<file path="config.mk">
export PLATFORM = sky130hd
export DESIGN_NAME = http_chunked_decoder_flat
export DESIGN_NICKNAME = d
export VERILOG_FILES = /design/src/rtl/core/hcd_pkg.sv /design/src/rtl/core/hcd_if.sv /design/src/rtl/core/hcd_byte_class.sv /design/src/rtl/core/hcd_parser.sv /design/src/rtl/core/http_chunked_decoder.sv /design/src/flat_wrapper.sv
export SDC_FILE = /design/constraint.sdc
export NUM_CORES = 1
export LEC_CHECK = 0
export BUFFER_PORTS_ARGS = -buffer_cell sky130_fd_sc_hd__buf_2
export CAP_MARGIN = 25
export CORE_MARGIN = 2
export CORE_UTILIZATION = 40
export CTS_CLUSTER_DIAMETER = 40
export DETAILED_ROUTE_END_ITERATION = 16
export PLACE_DENSITY = 0.68
export SLEW_MARGIN = 40
export SYNTH_ARGS = -nofsm -noshare
export SYNTH_HDL_FRONTEND = slang
export SYNTH_HIERARCHICAL = 1
export SYNTH_SLANG_ARGS = --single-unit
</file>
<file path="constraint.sdc">
create_clock -name clk_i -period 6.8 [get_ports clk_i]
set_input_delay 1.02 -clock clk_i [delete_from_list [all_inputs] [get_ports clk_i]]
set_output_delay 1.02 -clock clk_i [all_outputs]
set_load 0.1 [all_outputs]
</file>
<file path="src/rtl/core/hcd_pkg.sv">
`timescale 1ns / 1ps

package hcd_pkg;

  // default width of the chunk length accumulator
  localparam int unsigned LengthBitsDefault = 32;

  localparam logic [7:0] ChrCr   = 8'h0d;
  localparam logic [7:0] ChrLf   = 8'h0a;
  localparam logic [7:0] ChrSemi = 8'h3b;
  localparam logic [7:0] CtrlMax = 8'h1f;
  localparam logic [7:0] ChrDel  = 8'h7f;
  localparam logic [7:0] HighMin = 8'h80;

  typedef enum logic [3:0] {
    PH_HEX_FIRST = 4'd0,
    PH_HEX_MORE  = 4'd1,
    PH_EXT       = 4'd2,
    PH_LEN_LF    = 4'd3,
    PH_PAYLOAD   = 4'd4,
    PH_DATA_CR   = 4'd5,
    PH_DATA_LF   = 4'd6,
    PH_LAST_CR   = 4'd10,
    PH_LAST_LF   = 4'd11
  } phase_e;

  typedef enum logic [1:0] {
    ST_BUSY  = 2'd0,
    ST_DONE  = 2'd1,
    ST_ERROR = 2'd2
  } status_e;

  // one input byte together with its decoded classes
  typedef struct packed {
    logic [7:0] data;
    logic       is_hex;
    logic [3:0] hex_val;
    logic       is_cr;
    logic       is_lf;
    logic       is_semi;
    logic       bad_ext;
  } byte_class_t;

  typedef struct packed {
    status_e    status;
    logic       payload_valid;
    logic [7:0] payload_byte;
  } result_t;

endpackage

</file>
<file path="src/rtl/core/hcd_if.sv">
`timescale 1ns / 1ps

interface hcd_in_if;
  logic       valid;
  logic       ready;
  logic [7:0] data_byte;

  modport source (output valid, output data_byte, input ready);
  modport sink (input valid, input data_byte, output ready);
endinterface

interface hcd_out_if;
  logic       valid;
  logic       ready;
  logic [1:0] status;
  logic       payload_valid;
  logic [7:0] payload_byte;

  modport source (output valid, output status, output payload_valid, output payload_byte,
                  input ready);
  modport sink (input valid, input status, input payload_valid, input payload_byte,
                output ready);
endinterface

</file>
<file path="src/rtl/core/hcd_byte_class.sv">
`timescale 1ns / 1ps

module hcd_byte_class (
  input  logic [7:0]          data_i,
  output hcd_pkg::byte_class_t class_o
);
  import hcd_pkg::*;

  logic is_digit;
  logic is_alpha;
  logic is_tspecial;

  always_comb begin
    is_digit = data_i inside {[8'h30 : 8'h39]};
    is_alpha = data_i inside {[8'h41 : 8'h46], [8'h61 : 8'h66]};
    // ( ) < > @ , ; : \ " / [ ] ? = { } and space
    is_tspecial = data_i inside {8'h28, 8'h29, 8'h3c, 8'h3e, 8'h40, 8'h2c, 8'h3b, 8'h3a,
                                 8'h5c, 8'h22, 8'h2f, 8'h5b, 8'h5d, 8'h3f, 8'h3d, 8'h7b,
                                 8'h7d, 8'h20};

    class_o.data    = data_i;
    class_o.is_hex  = is_digit | is_alpha;
    // letters a-f / A-F: low nibble 1..6 maps to 10..15
    class_o.hex_val = is_alpha ? (data_i[3:0] + 4'd9) : data_i[3:0];
    class_o.is_cr   = (data_i == ChrCr);
    class_o.is_lf   = (data_i == ChrLf);
    class_o.is_semi = (data_i == ChrSemi);
    class_o.bad_ext = is_tspecial || (data_i <= CtrlMax) || (data_i == ChrDel) ||
                      (data_i >= HighMin);
  end

endmodule

</file>
<file path="src/rtl/core/hcd_parser.sv">
`timescale 1ns / 1ps

module hcd_parser #(
  parameter int unsigned LengthBits = hcd_pkg::LengthBitsDefault
) (
  input  logic                 clk_i,
  input  logic                 rst_ni,
  input  logic                 collect_i,
  input  logic                 item_valid_i,
  input  hcd_pkg::byte_class_t item_i,
  output logic                 advance_o,
  hcd_out_if.source            out_o
);
  import hcd_pkg::*;

  phase_e                phase_q, phase_d;
  logic [LengthBits-1:0] len_q, len_d;
  logic [LengthBits-1:0] len_dec;
  logic                  ovf_q, ovf_d;
  status_e               final_q, final_d;
  logic                  res_valid_q, res_valid_d;
  result_t               res_q, res_d;
  logic                  consume;

  // result register frees up when empty or being taken
  assign advance_o = !res_valid_q || out_o.ready;
  assign consume   = item_valid_i && advance_o;
  assign len_dec   = len_q - {{(LengthBits-1){1'b0}}, 1'b1};

  always_comb begin
    phase_d = phase_q;
    len_d   = len_q;
    ovf_d   = ovf_q;
    final_d = final_q;
    res_d.payload_valid = 1'b0;
    res_d.payload_byte  = '0;

    if (final_q == ST_BUSY) begin
      case (phase_q)
        PH_HEX_FIRST: begin
          if (item_i.is_hex) begin
            len_d   = {{(LengthBits-4){1'b0}}, item_i.hex_val};
            ovf_d   = 1'b0;
            phase_d = PH_HEX_MORE;
          end else begin
            final_d = ST_ERROR;
          end
        end
        PH_HEX_MORE: begin
          if (item_i.is_hex) begin
            if (len_q[LengthBits-1 -: 4] != 4'd0) begin
              ovf_d = 1'b1;
            end
            len_d = {len_q[LengthBits-5:0], item_i.hex_val};
          end else if (item_i.is_semi) begin
            phase_d = PH_EXT;
          end else if (item_i.is_cr) begin
            phase_d = PH_LEN_LF;
          end else begin
            final_d = ST_ERROR;
          end
        end
        PH_EXT: begin
          if (item_i.is_cr) begin
            phase_d = PH_LEN_LF;
          end else if (item_i.bad_ext) begin
            final_d = ST_ERROR;
          end
        end
        PH_LEN_LF: begin
          if (!item_i.is_lf || ovf_q) begin
            final_d = ST_ERROR;
          end else if (len_q != '0) begin
            phase_d = PH_PAYLOAD;
          end else begin
            phase_d = PH_LAST_CR;
          end
        end
        PH_PAYLOAD: begin
          if (collect_i) begin
            res_d.payload_valid = 1'b1;
            res_d.payload_byte  = item_i.data;
          end
          len_d = len_dec;
          if (len_dec == '0) begin
            phase_d = PH_DATA_CR;
          end
        end
        PH_DATA_CR: begin
          if (item_i.is_cr) phase_d = PH_DATA_LF;
          else final_d = ST_ERROR;
        end
        PH_DATA_LF: begin
          if (item_i.is_lf) phase_d = PH_HEX_FIRST;
          else final_d = ST_ERROR;
        end
        PH_LAST_CR: begin
          if (item_i.is_cr) phase_d = PH_LAST_LF;
          else final_d = ST_ERROR;
        end
        PH_LAST_LF: begin
          final_d = item_i.is_lf ? ST_DONE : ST_ERROR;
        end
        default: begin
          final_d = ST_ERROR;
        end
      endcase
    end

    res_d.status = final_d;
    res_valid_d  = consume ? 1'b1 : (res_valid_q && !out_o.ready);
  end

  always_ff @(posedge clk_i or negedge rst_ni) begin
    if (!rst_ni) begin
      phase_q     <= PH_HEX_FIRST;
      len_q       <= '0;
      ovf_q       <= 1'b0;
      final_q     <= ST_BUSY;
      res_valid_q <= 1'b0;
    end else begin
      res_valid_q <= res_valid_d;
      if (consume) begin
        phase_q <= phase_d;
        len_q   <= len_d;
        ovf_q   <= ovf_d;
        final_q <= final_d;
      end
    end
  end

  always_ff @(posedge clk_i) begin
    if (consume) begin
      res_q <= res_d;
    end
  end

  assign out_o.valid         = res_valid_q;
  assign out_o.status        = res_q.status;
  assign out_o.payload_valid = res_q.payload_valid;
  assign out_o.payload_byte  = res_q.payload_byte;

  // payload only flows while the body is still being parsed
  a_payload_busy: assert property (@(posedge clk_i) disable iff (!rst_ni)
    res_valid_q && res_q.payload_valid |-> res_q.status == ST_BUSY)
    else $error("payload result with terminal status");

  // done and error are sticky
  a_final_sticky: assert property (@(posedge clk_i) disable iff (!rst_ni)
    final_q != ST_BUSY |=> final_q == $past(final_q))
    else $error("terminal status changed");

  // payload phase never sits on an exhausted count
  a_payload_len: assert property (@(posedge clk_i) disable iff (!rst_ni)
    phase_q == PH_PAYLOAD |-> len_q != '0)
    else $error("payload phase with zero remaining length");

endmodule

</file>
<file path="src/rtl/core/http_chunked_decoder.sv">
`timescale 1ns / 1ps

// http chunked body decoder
// in_i  : one body byte per request (data_byte), valid/ready handshake
// out_o : one result per input byte: status (0 busy, 1 done, 2 error),
//         payload_valid and payload_byte (zero when not a payload byte)
// cfg   : cfg_we_i writes cfg_wdata_i into collect_payload (reset 1);
//         write only while no request is in flight
// path: a byte accepted from in_i passes the input register, then the
//   parse logic into the result register
// throughput: one byte per cycle while out_o.ready stays high, set by the
//   phase/length update in the parser
// reset: parser waits for the first hex digit, status busy, both
//   pipeline stages empty
// receiver stall: the result register holds; the input register keeps
//   accepting until it is full, then in_i.ready drops in the same cycle
// done and error are sticky until reset; later bytes are taken and
//   answered with the same status
module http_chunked_decoder #(
  parameter int unsigned LengthBits = hcd_pkg::LengthBitsDefault
) (
  input  logic       clk_i,
  input  logic       rst_ni,
  input  logic       cfg_we_i,
  input  logic       cfg_wdata_i,
  hcd_in_if.sink     in_i,
  hcd_out_if.source  out_o
);
  import hcd_pkg::*;

  logic        collect_q;
  logic        s1_valid_q;
  byte_class_t s1_q;
  byte_class_t in_class;
  logic        advance;

  // classify the byte before the input register so the parse stage stays short
  hcd_byte_class u_class (
    .data_i  (in_i.data_byte),
    .class_o (in_class)
  );

  // input stage frees up when empty or when its byte moves on
  assign in_i.ready = !s1_valid_q || advance;

  always_ff @(posedge clk_i or negedge rst_ni) begin
    if (!rst_ni) begin
      collect_q  <= 1'b1;
      s1_valid_q <= 1'b0;
    end else begin
      if (cfg_we_i) collect_q <= cfg_wdata_i;
      if (in_i.ready) s1_valid_q <= in_i.valid;
    end
  end

  // byte register, no reset needed
  always_ff @(posedge clk_i) begin
    if (in_i.valid && in_i.ready) begin
      s1_q <= in_class;
    end
  end

  // phase machine, length counter and result register
  hcd_parser #(
    .LengthBits (LengthBits)
  ) u_parser (
    .clk_i        (clk_i),
    .rst_ni       (rst_ni),
    .collect_i    (collect_q),
    .item_valid_i (s1_valid_q),
    .item_i       (s1_q),
    .advance_o    (advance),
    .out_o        (out_o)
  );

endmodule
</file>
<file path="src/flat_wrapper.sv">
// flat-port wrapper written by rule: the top's interface ports become plain ports
module http_chunked_decoder_flat import hcd_pkg::*;
#(
  parameter int unsigned LengthBits = hcd_pkg::LengthBitsDefault
)
  (clk_i, rst_ni, cfg_we_i, cfg_wdata_i, in_i_valid, in_i_data_byte, in_i_ready, out_o_valid, out_o_status, out_o_payload_valid, out_o_payload_byte, out_o_ready);
  hcd_in_if in_i_i ();
  hcd_out_if out_o_i ();
  input  logic clk_i;
  input  logic rst_ni;
  input  logic cfg_we_i;
  input  logic cfg_wdata_i;
  input wire logic [$bits(in_i_i.valid)-1:0] in_i_valid;
  input wire logic [$bits(in_i_i.data_byte)-1:0] in_i_data_byte;
  output wire logic [$bits(in_i_i.ready)-1:0] in_i_ready;
  output wire logic [$bits(out_o_i.valid)-1:0] out_o_valid;
  output wire logic [$bits(out_o_i.status)-1:0] out_o_status;
  output wire logic [$bits(out_o_i.payload_valid)-1:0] out_o_payload_valid;
  output wire logic [$bits(out_o_i.payload_byte)-1:0] out_o_payload_byte;
  input wire logic [$bits(out_o_i.ready)-1:0] out_o_ready;
  assign in_i_i.valid = in_i_valid;
  assign in_i_i.data_byte = in_i_data_byte;
  assign in_i_ready = in_i_i.ready;
  assign out_o_valid = out_o_i.valid;
  assign out_o_status = out_o_i.status;
  assign out_o_payload_valid = out_o_i.payload_valid;
  assign out_o_payload_byte = out_o_i.payload_byte;
  assign out_o_i.ready = out_o_ready;
  http_chunked_decoder #(.LengthBits(LengthBits)) u_core (.clk_i(clk_i), .rst_ni(rst_ni), .cfg_we_i(cfg_we_i), .cfg_wdata_i(cfg_wdata_i), .in_i(in_i_i), .out_o(out_o_i));
endmodule
</file>
==> results of run 1 <==
==> registers in the layout, summed over array words and instances, names as in the netlist, 2 cells and up <==
name                                count
u_core/s1_q                            17
u_core/u_parser/final_q                 2
u_core/u_parser/len_q                  32
u_core/u_parser/out_o.payload_byte      8
u_core/u_parser/out_o.status            2
u_core/u_parser/phase_q                 4
==> final cells by class <==
class / count / share of cell area, %
repair buffers: 31 / 3.95
flip-flops and latches: 70 / 40.3
clock inverters: 7 / 1.47
multi-input cells: 347 / 46.5
clock buffers: 9 / 2.64
well taps: 136 / 3.63
inverters: 18 / 1.44
==> cells by family after synthesis <==
kind of cell,after synthesis
adders and majority gates,7
xor gates and xnor gates,18
muxes,1
buffers and inverters,57
AOI/OAI and AO/OA,153
DFF,70
and+or+nand+nor,168
==> where the power goes <==
part,switching [mW],internal [mW]
Combinational,0.0602,0.0166
Clock,0.190,0.145
Sequential,0.00449,0.453
==> Yosys cell counts (3+ instances only) <==
| cell | instances |
|---|---|
| a32oi_1 | 7 |
| and3_1 | 3 |
| nand3_1 | 7 |
| o22ai_1 | 4 |
| o21ai_0 | 60 |
| dfrtp_1 | 41 |
| clkbuf_1 | 27 |
| nor2_1 | 45 |
| a31oi_1 | 12 |
| buf_4 | 8 |
| nand2_1 | 20 |
| nand4_1 | 9 |
| xnor2_1 | 13 |
| or3_1 | 4 |
| and4_1 | 4 |
| o31ai_1 | 3 |
| inv_1 | 17 |
| and2_1 | 10 |
| a21oi_1 | 33 |
| ha_1 | 7 |
| nand2b_1 | 6 |
| xor2_1 | 4 |
| buf_6 | 3 |
| nor3b_1 | 6 |
| edfxtp_1 | 28 |
| a22oi_1 | 10 |
| o21ai_1 | 3 |
| nor3_1 | 25 |
| nor4_1 | 11 |
==> metal layers <==
layer	part of all wire (%)	wire, um	vias to the layer above	GRT usage (%)
li1	-	-	1760	-
met1	45	4480	1802	24.2
met2	46	4590	163	28.4
met3	6.5	642	22	3.93
met4	1.8	182	0	6.50
met5	0	0	-	0
==> worst register-to-register path: cells and delay by family, from the launching register on <==
| family | cells | cell delay (ns) |
|---|---|---|
| AND/OR/NAND/NOR | 5 | 2.24 |
| flip-flops | 1 | 0.44 |
| XOR/XNOR | 1 | 0.20 |
| AO/OA/AOI/OAI | 1 | 0.15 |
==> path summary, 6_finish.rpt <==
check	startpoint	endpoint	cells past startpoint
worst min-delay path	u_core/s1_q[4]$_DFFE_PP_	u_core/u_parser/len_q[0]$_DFFE_PN0P_	2
min in group asynchronous	rst_ni	u_core/s1_valid_q$_DFFE_PN0P_	1
worst max-delay path	u_core/u_parser/len_q[6]$_DFFE_PN0P_	u_core/u_parser/phase_q[0]$_DFFE_PN0P_	7
worst max register to register	u_core/u_parser/len_q[6]$_DFFE_PN0P_	u_core/u_parser/phase_q[0]$_DFFE_PN0P_	7
worst min register to register	u_core/s1_q[4]$_DFFE_PP_	u_core/u_parser/len_q[0]$_DFFE_PN0P_	2
max in group asynchronous	rst_ni	u_core/u_parser/len_q[2]$_DFFE_PN0P_	1
==> metrics by stage <==
step	cells	util, %
after global placement	600	42.9
final	618	45.2
after global routing	618	45.2
after floorplan	474	-
after detailed placement	602	43.3
after CTS	618	45.2
==> key figures, run 1 <==
Status
  • Status: complete, no violations

Clocking
  • Clock slew at reported path FFs: 0.09 ns
  • CTS Root Cell: clkbuf_8
  • Htree depth: 3
  • Num CTS Buffers: 9
  • Clock Path Buffers: 2
  • Post-CTS setup buffers: 0
  • Clk Latency, worst-skew pair: 0.36 ns
  • Hold_buf cts: 0
  • Num Clock Sinks: 70
  • Cts repair resizes: 0
  • CTS tree: done

GRT
  • Antenna violations before repair: 0
  • Largest net degree at the start of global routing: 52
  • First-pass GRT wire length: 16800 um
  • Vias in the first global route: 3443
  • Total track usage: 18.0%
  • Grt total ovfl: 0

Floorplan
  • Row count: 37
  • Die width: 108 um
  • Die area: 11600 um2
  • Ports: 27
  • Initial Util: 41.5%
  • Die height: 108 um
  • Core area: 10400 um2

Yosys
  • Top_reg_cell synth: dfrtp_1
  • #FFs+latches synth: 70
  • XOR/XNOR Fraction of Synth Area: 3.83%
  • Mux cell area share after synthesis: 0.349%
  • Top cell type's share of synthesized area: 23.8%
  • Synth Area per Inst: 9.09 um2
  • EDFF count, synth: 28
  • Post-synthesis sequential area ratio: 43.9%
  • Simple-Gate Fraction of Synth Area: 21.8%
  • Mapped Cells: 474
  • Yosys warnings: 6
  • Syn Nets: 495
  • Adder-cell share of the synthesized area: 2.03%
  • Unique masters post-synth: 65
  • Synth top area cells: dfrtp_1, edfxtp_1, o21ai_0
  • Complex-gate fraction of the synthesized area: 21.8%
  • Synth async-reset ratio: 60.0%
  • Largest family of logic cells by synthesized area: compound AO/OA/AOI/OAI gates
  • Mapped Area: 4310 um2
  • Area leader, netlist: dfrtp_1

Setup path
  • Reg2reg setup slack: 3.70 ns
  • Critical path, cell by cell: nor3_2 -> nand4_1 -> nor4_1 -> xnor2_1 -> nand4_1 -> or4_1 -> a21oi_1
  • Most frequent cell on the critical path: nand4_1
  • Critical path class: flip-flop to flip-flop
  • CP endpoint kind: flip-flop
  • Crit path max fanout: 9
  • Slowest CP cell: nor4_1
  • Startpoint Class: flip-flop
  • Max incr delay on CP: 0.63 ns
  • Buffers plus inverters on the worst setup path: 0
  • Required time of the critical path: 7.09 ns
  • Worst path top cell family by delay: simple AND/OR/NAND/NOR gates
  • Crit path DAT: 3.39 ns

Layout
  • Fin nets: 498
  • Commonest non-fill, non-tap cells in the layout: o21ai_0, nor2_1, dfrtp_1
  • Share of layout cells above drive strength 1: 14.7%
  • Filler cells: 991
  • # diodes: 0
  • Most common cell after layout, fill and taps aside: o21ai_0
  • Final instance area: 4690 um2
  • Area Growth Syn to Fin: 8.92%
  • Multi-input gate area: 2180 um2
  • Footprint of the flip-flops and latches: 1890 um2

Placed design
  • Area after DPL: 4490 um2
  • RD Place Congestion: 0.911
  • Port Buffer Count: 26
  • Dpl ws: 3.52 ns
  • HPWL Detailed: 6850 um

Min path
  • Hold Path Class: flip-flop to flip-flop

Run
  • Max Cap Viol: 0

Timing
  • Period utilization: 45.6%
  • Fin. max-slew vios: 0
  • Final hold violations: 0
  • Unrepaired setup endpoints after global routing: no
  • Final setup viols: 0
  • Slew HR: 49.0%
  • Final TNS setup: 0 ns
  • Hold slack: 0.520 ns
  • Slew @ Worst Pin: 0.759 ns
  • Final WS setup: 3.70 ns
  • Fmax: 322 MHz
  • Final critical-path required period: 3.10 ns
  • Setup Skew: 0.00934 ns

Drt
  • Mean number of vias per cell: 6.06
  • Routed via count: 3747
  • Post-DR wirelength/cell: 16.0 um
  • Drt initial violations: 246
  • Routed Antenna Nets: 0
  • Routed wire length: 9890 um
  • DRC: 0
  • Drt first pass iters: 5

Power and ir drop
  • P_leak: 1.78 nW
  • VDD IR max: 0.131 mV
  • Pwr/cell area: 185 nW/um2
  • Overall power: 0.870 mW
Note: power is estimated with default switching activity, not from simulation.
==> run 2, diff against run 1 <==
--- a/config.mk
+++ b/config.mk
@@ -5,13 +5,14 @@
 export SDC_FILE = /design/constraint.sdc
 export NUM_CORES = 1
 export LEC_CHECK = 0
+export ABC_AREA = 1
 export BUFFER_PORTS_ARGS = -buffer_cell sky130_fd_sc_hd__buf_2
 export CAP_MARGIN = 25
 export CORE_MARGIN = 2
 export CORE_UTILIZATION = 40
 export CTS_CLUSTER_DIAMETER = 40
 export DETAILED_ROUTE_END_ITERATION = 16
-export PLACE_DENSITY = 0.68
+export PLACE_DENSITY = 0.7
 export SLEW_MARGIN = 40
 export SYNTH_ARGS = -nofsm -noshare
 export SYNTH_HDL_FRONTEND = slang
==> constraint.sdc (replaced) <==
create_clock -name clk_i -period 2.8 [get_ports clk_i]
set_input_delay 0.42 -clock clk_i [delete_from_list [all_inputs] [get_ports clk_i]]
set_output_delay 0.42 -clock clk_i [all_outputs]
set_load 0.1 [all_outputs]
==> key figures, run 2 <==
Status
  • Status: complete, no violations

Layout
  • Most common cell after layout, fill and taps aside: nand2_1
  • Fin nets: 708 (+42%)
  • Commonest non-fill, non-tap cells in the layout: nand2_1, nor2_1, inv_1
  • Top reg by flops: u_core/u_parser/len_q
  • # diodes: 0 (unchanged)
  • Multi-input gate area: 2410 um2 (+10%)
  • Filler cells: 1151 (+16%)
  • Largest register FFs: 32 (unchanged)
  • Final instance area: 5250 um2 (+12%)
  • Share of layout cells above drive strength 1: 11.8% (-2.9 points)
  • Area Growth Syn to Fin: 10.1%
  • Footprint of the flip-flops and latches: 1890 um2 (unchanged)

Yosys
  • Top_reg_cell synth: dfrtp_1
  • Area leader, netlist: dfrtp_1
  • Most common cell in the netlist: nand2_1
  • Synth async-reset ratio: 60.0% (unchanged)
  • Mapped Cells: 668 (+41%)
  • Yosys warnings: 6 (unchanged)
  • Unique masters post-synth: 43 (-34%)
  • Syn Nets: 689 (+39%)
  • Top cell type's share of synthesized area: 21.5% (-2.3 points)
  • EDFF count, synth: 28 (unchanged)
  • Synth Area per Inst: 7.13 um2 (-22%)
  • #FFs+latches synth: 70 (unchanged)
  • Synth top area cells: dfrtp_1, edfxtp_1, nand2_1
  • Synth top cells by count: nand2_1, nor2_1, inv_1
  • Post-synthesis sequential area ratio: 39.7% (-4.2 points)
  • Mapped Area: 4760 um2 (+11%)

Power and ir drop
  • Pwr/cell area: 449 nW/um2 (+140%)
  • Clock Power Share: 44.7% (+6.1 points)
  • Switching Share: 26.1% (-3.2 points)
  • Psw: 0.615 mW (+140%)
  • Combinational Power Share: 8.1% (-0.7 points)
  • Overall power: 2.36 mW (+170%)
  • Register share of total power: 47.2% (-5.4 points)
  • VDD IR max: 0.407 mV (+210%)
  • P_leak: 2.31 nW (+29%)
  • Pint: 1.74 mW (+180%)

GRT
  • Antenna violations before repair: 0 (unchanged)
  • Grt total ovfl: 0 (unchanged)
  • First-pass GRT wire length: 19600 um (+17%)
  • Vias in the first global route: 4137 (+20%)
  • Total track usage: 18.9% (+0.93 points)
  • Largest net degree at the start of global routing: 51 (-1.9%)

Floorplan
  • Die height: 113 um (+5.0%)
  • Initial Util: 41.4% (-0.17 points)
  • Ports: 27 (unchanged)
  • Core area: 11500 um2 (+11%)
  • Row count: 39 (+5.4%)
  • Die width: 113 um (+5.0%)
  • Die area: 12800 um2 (+10%)

Clocking
  • Htree depth: 3 (unchanged)
  • Clk Latency, worst-skew pair: 0.34 ns (-0.02 ns)
  • Clock Path Buffers: 2 (unchanged)
  • CTS Root Cell: clkbuf_16
  • Clock slew at reported path FFs: 0.06 ns (-0.03 ns)
  • Cts repair resizes: 0 (unchanged)
  • Post-CTS setup buffers: 0 (unchanged)
  • Num Clock Sinks: 70 (unchanged)
  • CTS tree: done
  • Hold_buf cts: 0 (unchanged)
  • Num CTS Buffers: 9 (unchanged)

Placed design
  • Area after DPL: 4970 um2 (+11%)
  • HPWL Detailed: 8580 um (+25%)
  • RD Place Congestion: 0.969 (+6.4%)
  • Port Buffer Count: 26 (unchanged)

Setup path
  • Max incr delay on CP: 0.39 ns (-0.24 ns)
  • R2R depth: 15 (+8)
  • Buffers plus inverters on the worst setup path: 1 (+1)
  • Critical path class: flip-flop to flip-flop
  • Crit path max fanout: 7 (-2)
  • Most frequent cell on the critical path: nand2_1
  • Startpoint Class: flip-flop
  • Worst path top cell family by delay: simple AND/OR/NAND/NOR gates
  • Reg2reg setup slack: 0.38 ns (-3.32 ns)
  • Crit path DAT: 2.66 ns (-0.73 ns)
  • Required time of the critical path: 3.04 ns (-4.05 ns)
  • Crit Reg-Reg Endpoint: u_core/u_parser/phase_q[2]$_DFFE_PN0P_
  • CP endpoint kind: flip-flop
  • Origin of the critical flop-to-flop path: u_core/u_parser/len_q[0]$_DFFE_PN0P_
  • Critical path, cell by cell: inv_1 -> ha_1 -> nand2_1 -> nor2_1 -> nand3_1 -> o21ai_0 -> nand2_1 -> nor2_1 -> nand2_1 -> nor2_2 -> nand3_2 -> nand2_4 -> nand2_4 -> nand2_1 -> nand2_1
  • Slowest CP cell: dfrtp_1

Drt
  • Drt initial violations: 370 (+50%)
  • Routed Antenna Nets: 0 (unchanged)
  • Routed via count: 4387 (+17%)
  • Mean number of vias per cell: 5.25 (-13%)
  • Routed wire length: 11500 um (+16%)
  • Drt first pass iters: 5 (unchanged)
  • DRC: 0 (unchanged)
  • Post-DR wirelength/cell: 13.8 um (-14%)

Min path
  • Hold Path Class: input pin to asynchronous set/reset pin

Timing
  • Slew HR: 63.2% (+14 points)
  • Slew @ Worst Pin: 0.552 ns (-0.207 ns)
  • Final critical-path required period: 2.42 ns (-0.678 ns)
  • Setup Skew: 0.00642 ns (-0.00292 ns)
  • Final setup viols: 0 (unchanged)
  • Fmax: 413 MHz (+28%)
  • Period utilization: 86.5% (+41 points)
  • Unrepaired setup endpoints after global routing: no
  • Final TNS setup: 0 ns (unchanged)
  • Final hold violations: 0 (unchanged)
  • Fin. max-slew vios: 0 (unchanged)

Run
  • Max Cap Viol: 0 (unchanged)
## run 2: changes by cell type in the layout (fill, tap and decap cells not counted), sizes merged, moves of 11 or more
cell and delta:
a21oi -14, a22oi +15, a31oi -12, inv +60
nand2 +174, nand3 +30, nor2 +75, nor3 -20
nor4 -11, o21ai -12, xnor2 -12
## run 2: final cells by class
| type | count | area share, % |
|---|---|---|
| multi-input cells | 491 | 45.9 |
| flip-flops and latches | 70 | 36.1 |
| inverters | 84 | 6.10 |
| clock buffers | 10 | 4.36 |
| well taps | 143 | 3.41 |
| repair buffers | 31 | 3.24 |
| clock inverters | 6 | 0.882 |
## run 2: routing by layer
layer	share of wire [%]	GRT usage (%)	wire length, um
met1	46	25.2	5310
met2	46	30.0	5350
met3	4.8	3.64	554
met4	2.5	8.13	293
met5	0	0	0
## run 2: worst max path at each step
stage	from	slack [ns]	to	cells past startpoint
after global placement	u_core/u_parser/len_q[0]$_DFFE_PN0P_	0.44	u_core/u_parser/phase_q[1]$_DFFE_PN0P_	15
after detailed placement	u_core/u_parser/len_q[0]$_DFFE_PN0P_	0.37	u_core/u_parser/phase_q[2]$_DFFE_PN0P_	15
after global routing	u_core/u_parser/len_q[0]$_DFFE_PN0P_	0.13	u_core/u_parser/phase_q[2]$_DFFE_PN0P_	15
after CTS	u_core/u_parser/len_q[0]$_DFFE_PN0P_	0.37	u_core/u_parser/phase_q[2]$_DFFE_PN0P_	15
after floorplan	u_core/u_parser/out_o.valid$_DFF_PN0_	0.50	u_core/s1_q[0]$_DFFE_PP_	3
final	u_core/u_parser/len_q[0]$_DFFE_PN0P_	0.38	u_core/u_parser/phase_q[2]$_DFFE_PN0P_	15
## run 2: worst reg2reg max path: stages, from the launching register on
cell     delay, ns
dfrtp_1       0.39
inv_1         0.18
ha_1          0.27
nand2_1       0.07
nor2_1        0.26
nand3_1       0.19
o21ai_0       0.19
nand2_1       0.11
nor2_1        0.11
nand2_1       0.06
nor2_2        0.11
nand3_2       0.10
nand2_4       0.11
nand2_4       0.06
nand2_1       0.07
nand2_1       0.04
## run 2: power by group through the flow
stage	logic [mW]	registers [mW]	clock network, mW
final	0.190	1.11	1.05
after global routing	0.207	1.11	1.13
after CTS	0.193	1.11	1.08
after detailed placement	0.192	1.13	0
after global placement	0.190	1.13	0
after floorplan	0.0759	1.20	0
## run 2: kinds of logic (layout without fill, tap and decap cells)
logic type	after synthesis	count (layout)	synth area share [%]
xor+xnor	5	5	0.919
flops	70	70	39.7
fa+ha+maj	7	7	1.84
compound gates	105	105	13.2
simple gates	374	374	34.6
buf+inv	107	131	9.69
## run 2: metrics by stage
stage	std cells	hold WS [ns]	setup WS, ns	utilization, %
2_1_floorplan	668	0.124	0.496	-
3_3_place_gp	819	0.459	0.443	43.2
3_5_place_dp	819	0.452	0.372	43.2
4_1_cts	835	0.0812	0.369	45.6
5_1_grt	835	0.106	0.134	45.6
6_report	835	0.0698	0.377	45.6
==> run 3, diff against run 2 <==
--- a/config.mk
+++ b/config.mk
@@ -12,7 +12,7 @@
 export CORE_UTILIZATION = 40
 export CTS_CLUSTER_DIAMETER = 40
 export DETAILED_ROUTE_END_ITERATION = 16
-export PLACE_DENSITY = 0.7
+export PLACE_DENSITY = 0.53
 export SLEW_MARGIN = 40
 export SYNTH_ARGS = -nofsm -noshare
 export SYNTH_HDL_FRONTEND = slang
==> constraint.sdc (replaced) <==
create_clock -name clk_i -period 2.6 [get_ports clk_i]
set_input_delay 0.39 -clock clk_i [delete_from_list [all_inputs] [get_ports clk_i]]
set_output_delay 0.39 -clock clk_i [all_outputs]
set_load 0.1 [all_outputs]
==> key figures, run 3 (synthesis gave the netlist of run 2 again) <==
Setup path
  • Required time of the critical path: 2.84 ns (-0.20 ns)
  • Max incr delay on CP: 0.39 ns (about the same)
  • Crit path max fanout: 9 (+2)
  • CP Launch Point: u_core/u_parser/len_q[0]$_DFFE_PN0P_
  • Crit path DAT: 2.60 ns (-0.06 ns)
  • Origin of the critical flop-to-flop path: u_core/u_parser/len_q[0]$_DFFE_PN0P_
  • Most frequent cell on the critical path: nand2_1
  • CP endpoint kind: flip-flop
  • Startpoint Class: flip-flop
  • Critical path, cell by cell: inv_1 -> ha_1 -> nand2_2 -> nor2_8 -> nand2_2 -> xor2_1 -> nor2_1 -> nand2_1 -> nor2_1 -> nand3_2 -> nand2_4 -> nand2_4 -> nand2_1 -> nand2_1
  • Critical path class: flip-flop to flip-flop
  • Worst path top cell family by delay: simple AND/OR/NAND/NOR gates
  • Slowest CP cell: dfrtp_1
  • Buffers plus inverters on the worst setup path: 1 (unchanged)

GRT
  • Antenna violations before repair: 0 (unchanged)
  • Total track usage: 20.1% (+1.2 points)
  • Largest net degree at the start of global routing: 51 (unchanged)
  • First-pass GRT wire length: 20300 um (+3.3%)
  • Vias in the first global route: 4071 (-1.6%)
  • Grt total ovfl: 0 (unchanged)

Clocking
  • CTS tree: done
  • Htree depth: 3 (unchanged)
  • Num CTS Buffers: 9 (unchanged)
  • Clock slew at reported path FFs: 0.06 ns (about the same)
  • Clk Latency, worst-skew pair: 0.35 ns (about the same)
  • Clock Path Buffers: 2 (unchanged)
  • Post-CTS setup buffers: 0 (unchanged)
  • Num Clock Sinks: 70 (unchanged)
  • CTS Root Cell: clkbuf_16

Timing
  • Slew HR: 67.4% (+4.2 points)
  • Period utilization: 91.1% (+4.6 points)
  • Final critical-path required period: 2.37 ns (-0.0548 ns)
  • Final hold violations: 0 (unchanged)
  • Slew @ Worst Pin: 0.493 ns (-0.0590 ns)
  • Final WS setup: 0.232 ns (-0.145 ns)
  • Unrepaired setup endpoints after global routing: no
  • Fin. max-slew vios: 0 (unchanged)
  • Fmax: 422 MHz (+2.3%)
  • Final TNS setup: 0 ns (unchanged)
  • Hold slack: 0.189 ns (+0.119 ns)
  • Setup Skew: 0.00829 ns (+0.00187 ns)
  • Final setup viols: 0 (unchanged)

Floorplan
  • Core area: 11500 um2 (unchanged)
  • Row count: 39 (unchanged)
  • Die area: 12800 um2 (unchanged)
  • Initial Util: 41.4% (unchanged)
  • Ports: 27 (unchanged)
  • Die height: 113 um (unchanged)
  • Die width: 113 um (unchanged)

Run
  • Max Cap Viol: 0 (unchanged)

Layout
  • Share of layout cells above drive strength 1: 12.9% (+1.0 points)
  • Commonest non-fill, non-tap cells in the layout: nand2_1, nor2_1, inv_1
  • Fin nets: 714 (+0.85%)
  • Most common cell after layout, fill and taps aside: nand2_1
  • Largest register FFs: 32 (unchanged)
  • Final cell count without fillers: 841 (+0.72%)
  • # diodes: 0 (unchanged)
  • Top reg by flops: u_core/u_parser/len_q
  • Final Util: 46.3% (+0.71 points)
  • Area Growth Syn to Fin: 11.8%
  • Final instance area: 5330 um2 (+1.5%)

Drt
  • Drt first pass iters: 12 (+7)
  • Routed via count: 4349 (-0.87%)
  • Routed wire length: 12200 um (+5.6%)
  • Post-DR wirelength/cell: 14.4 um (+4.8%)
  • Drt initial violations: 350 (-5.4%)
  • DRC: 1 (+1)
  • Mean number of vias per cell: 5.17 (-1.6%)
  • Routed Antenna Nets: 0 (unchanged)

Placed design
  • Placed cell count: 824 (+0.61%)
  • Port Buffer Count: 26 (unchanged)
  • Area after DPL: 5010 um2 (+0.78%)
  • RD Place Congestion: 0.938 (-3.2%)
  • HPWL Detailed: 9090 um (+6.0%)
  • Dpl ws: 0.195 ns (-0.177 ns)

Power and ir drop
  • Overall power: 2.68 mW (+14%)
  • VDD IR max: 0.272 mV (-33%)
  • Pwr/cell area: 502 nW/um2 (+12%)
  • P_leak: 2.35 nW (+1.9%)

Status
  • Violated checks: design-rule violations
  • Status: finished, violations left

Min path
  • Hold Path Class: input pin to flip-flop
  • Hold Crit Start: cfg_we_i
run 3: cell types whose count changed in the layout (fill, tap and decap cells not counted):
cell / delta
nor2_2: +1
buf_2: +1
inv_6: +2
dlygate4sd3_1: +1
a21oi_2: +1
buf_4: +4
clkinv_2: -1
a21oi_1: -1
clkinv_4: -1
bufinv_16: +1
clkbuf_1: -1
nor2_1: -1
run 3: final cells by class:
cell class	instances	area, um2
sequential	70	1890
clock buffer	9	225
clock inverter	7	80.1
timing repair buffer	37	215
multi-input combinational	491	2420
tap	143	179
fill	1153	6190
inverter	84	320
run 3: where the power goes:
group,switching (mW),leakage (nW),total (mW),internal [mW]
logic,0.169,1.47,0.210,0.0406
clock network,0.516,0.143,1.27,0.754
registers,0.0117,0.738,1.20,1.19
run 3: worst paths after layout:
kind	to	slack [ns]	cells past startpoint
setup / recovery	u_core/u_parser/phase_q[0]$_DFFE_PN0P_	0.23	14
hold / removal	u_core/collect_q$_DFFE_PN1P_	0.19	2
setup reg to reg	u_core/u_parser/phase_q[0]$_DFFE_PN0P_	0.23	14
hold reg to reg	u_core/collect_q$_DFFE_PN1P_	0.46	2
max in group asynchronous	u_core/collect_q$_DFFE_PN1P_	1.70	3
min in group asynchronous	u_core/u_parser/len_q[23]$_DFFE_PN0P_	0.38	2
run 3: metal layers:
| layer | track usage, % | routed length [um] | vias to the layer above |
|---|---|---|---|
| met5 | 0 | 0 | - |
| met4 | 8.29 | 227 | 0 |
| met3 | 2.62 | 686 | 18 |
| met2 | 29.7 | 5260 | 120 |
| met1 | 29.5 | 5980 | 1984 |
| li1 | - | - | 2227 |
run 3: what timing repair did:
item                                    CTS  global route
resized for setup                         0             1
endpoints found under the hold margin     2             0
endpoints found under the setup margin    0             4
hold buffers                              1             0
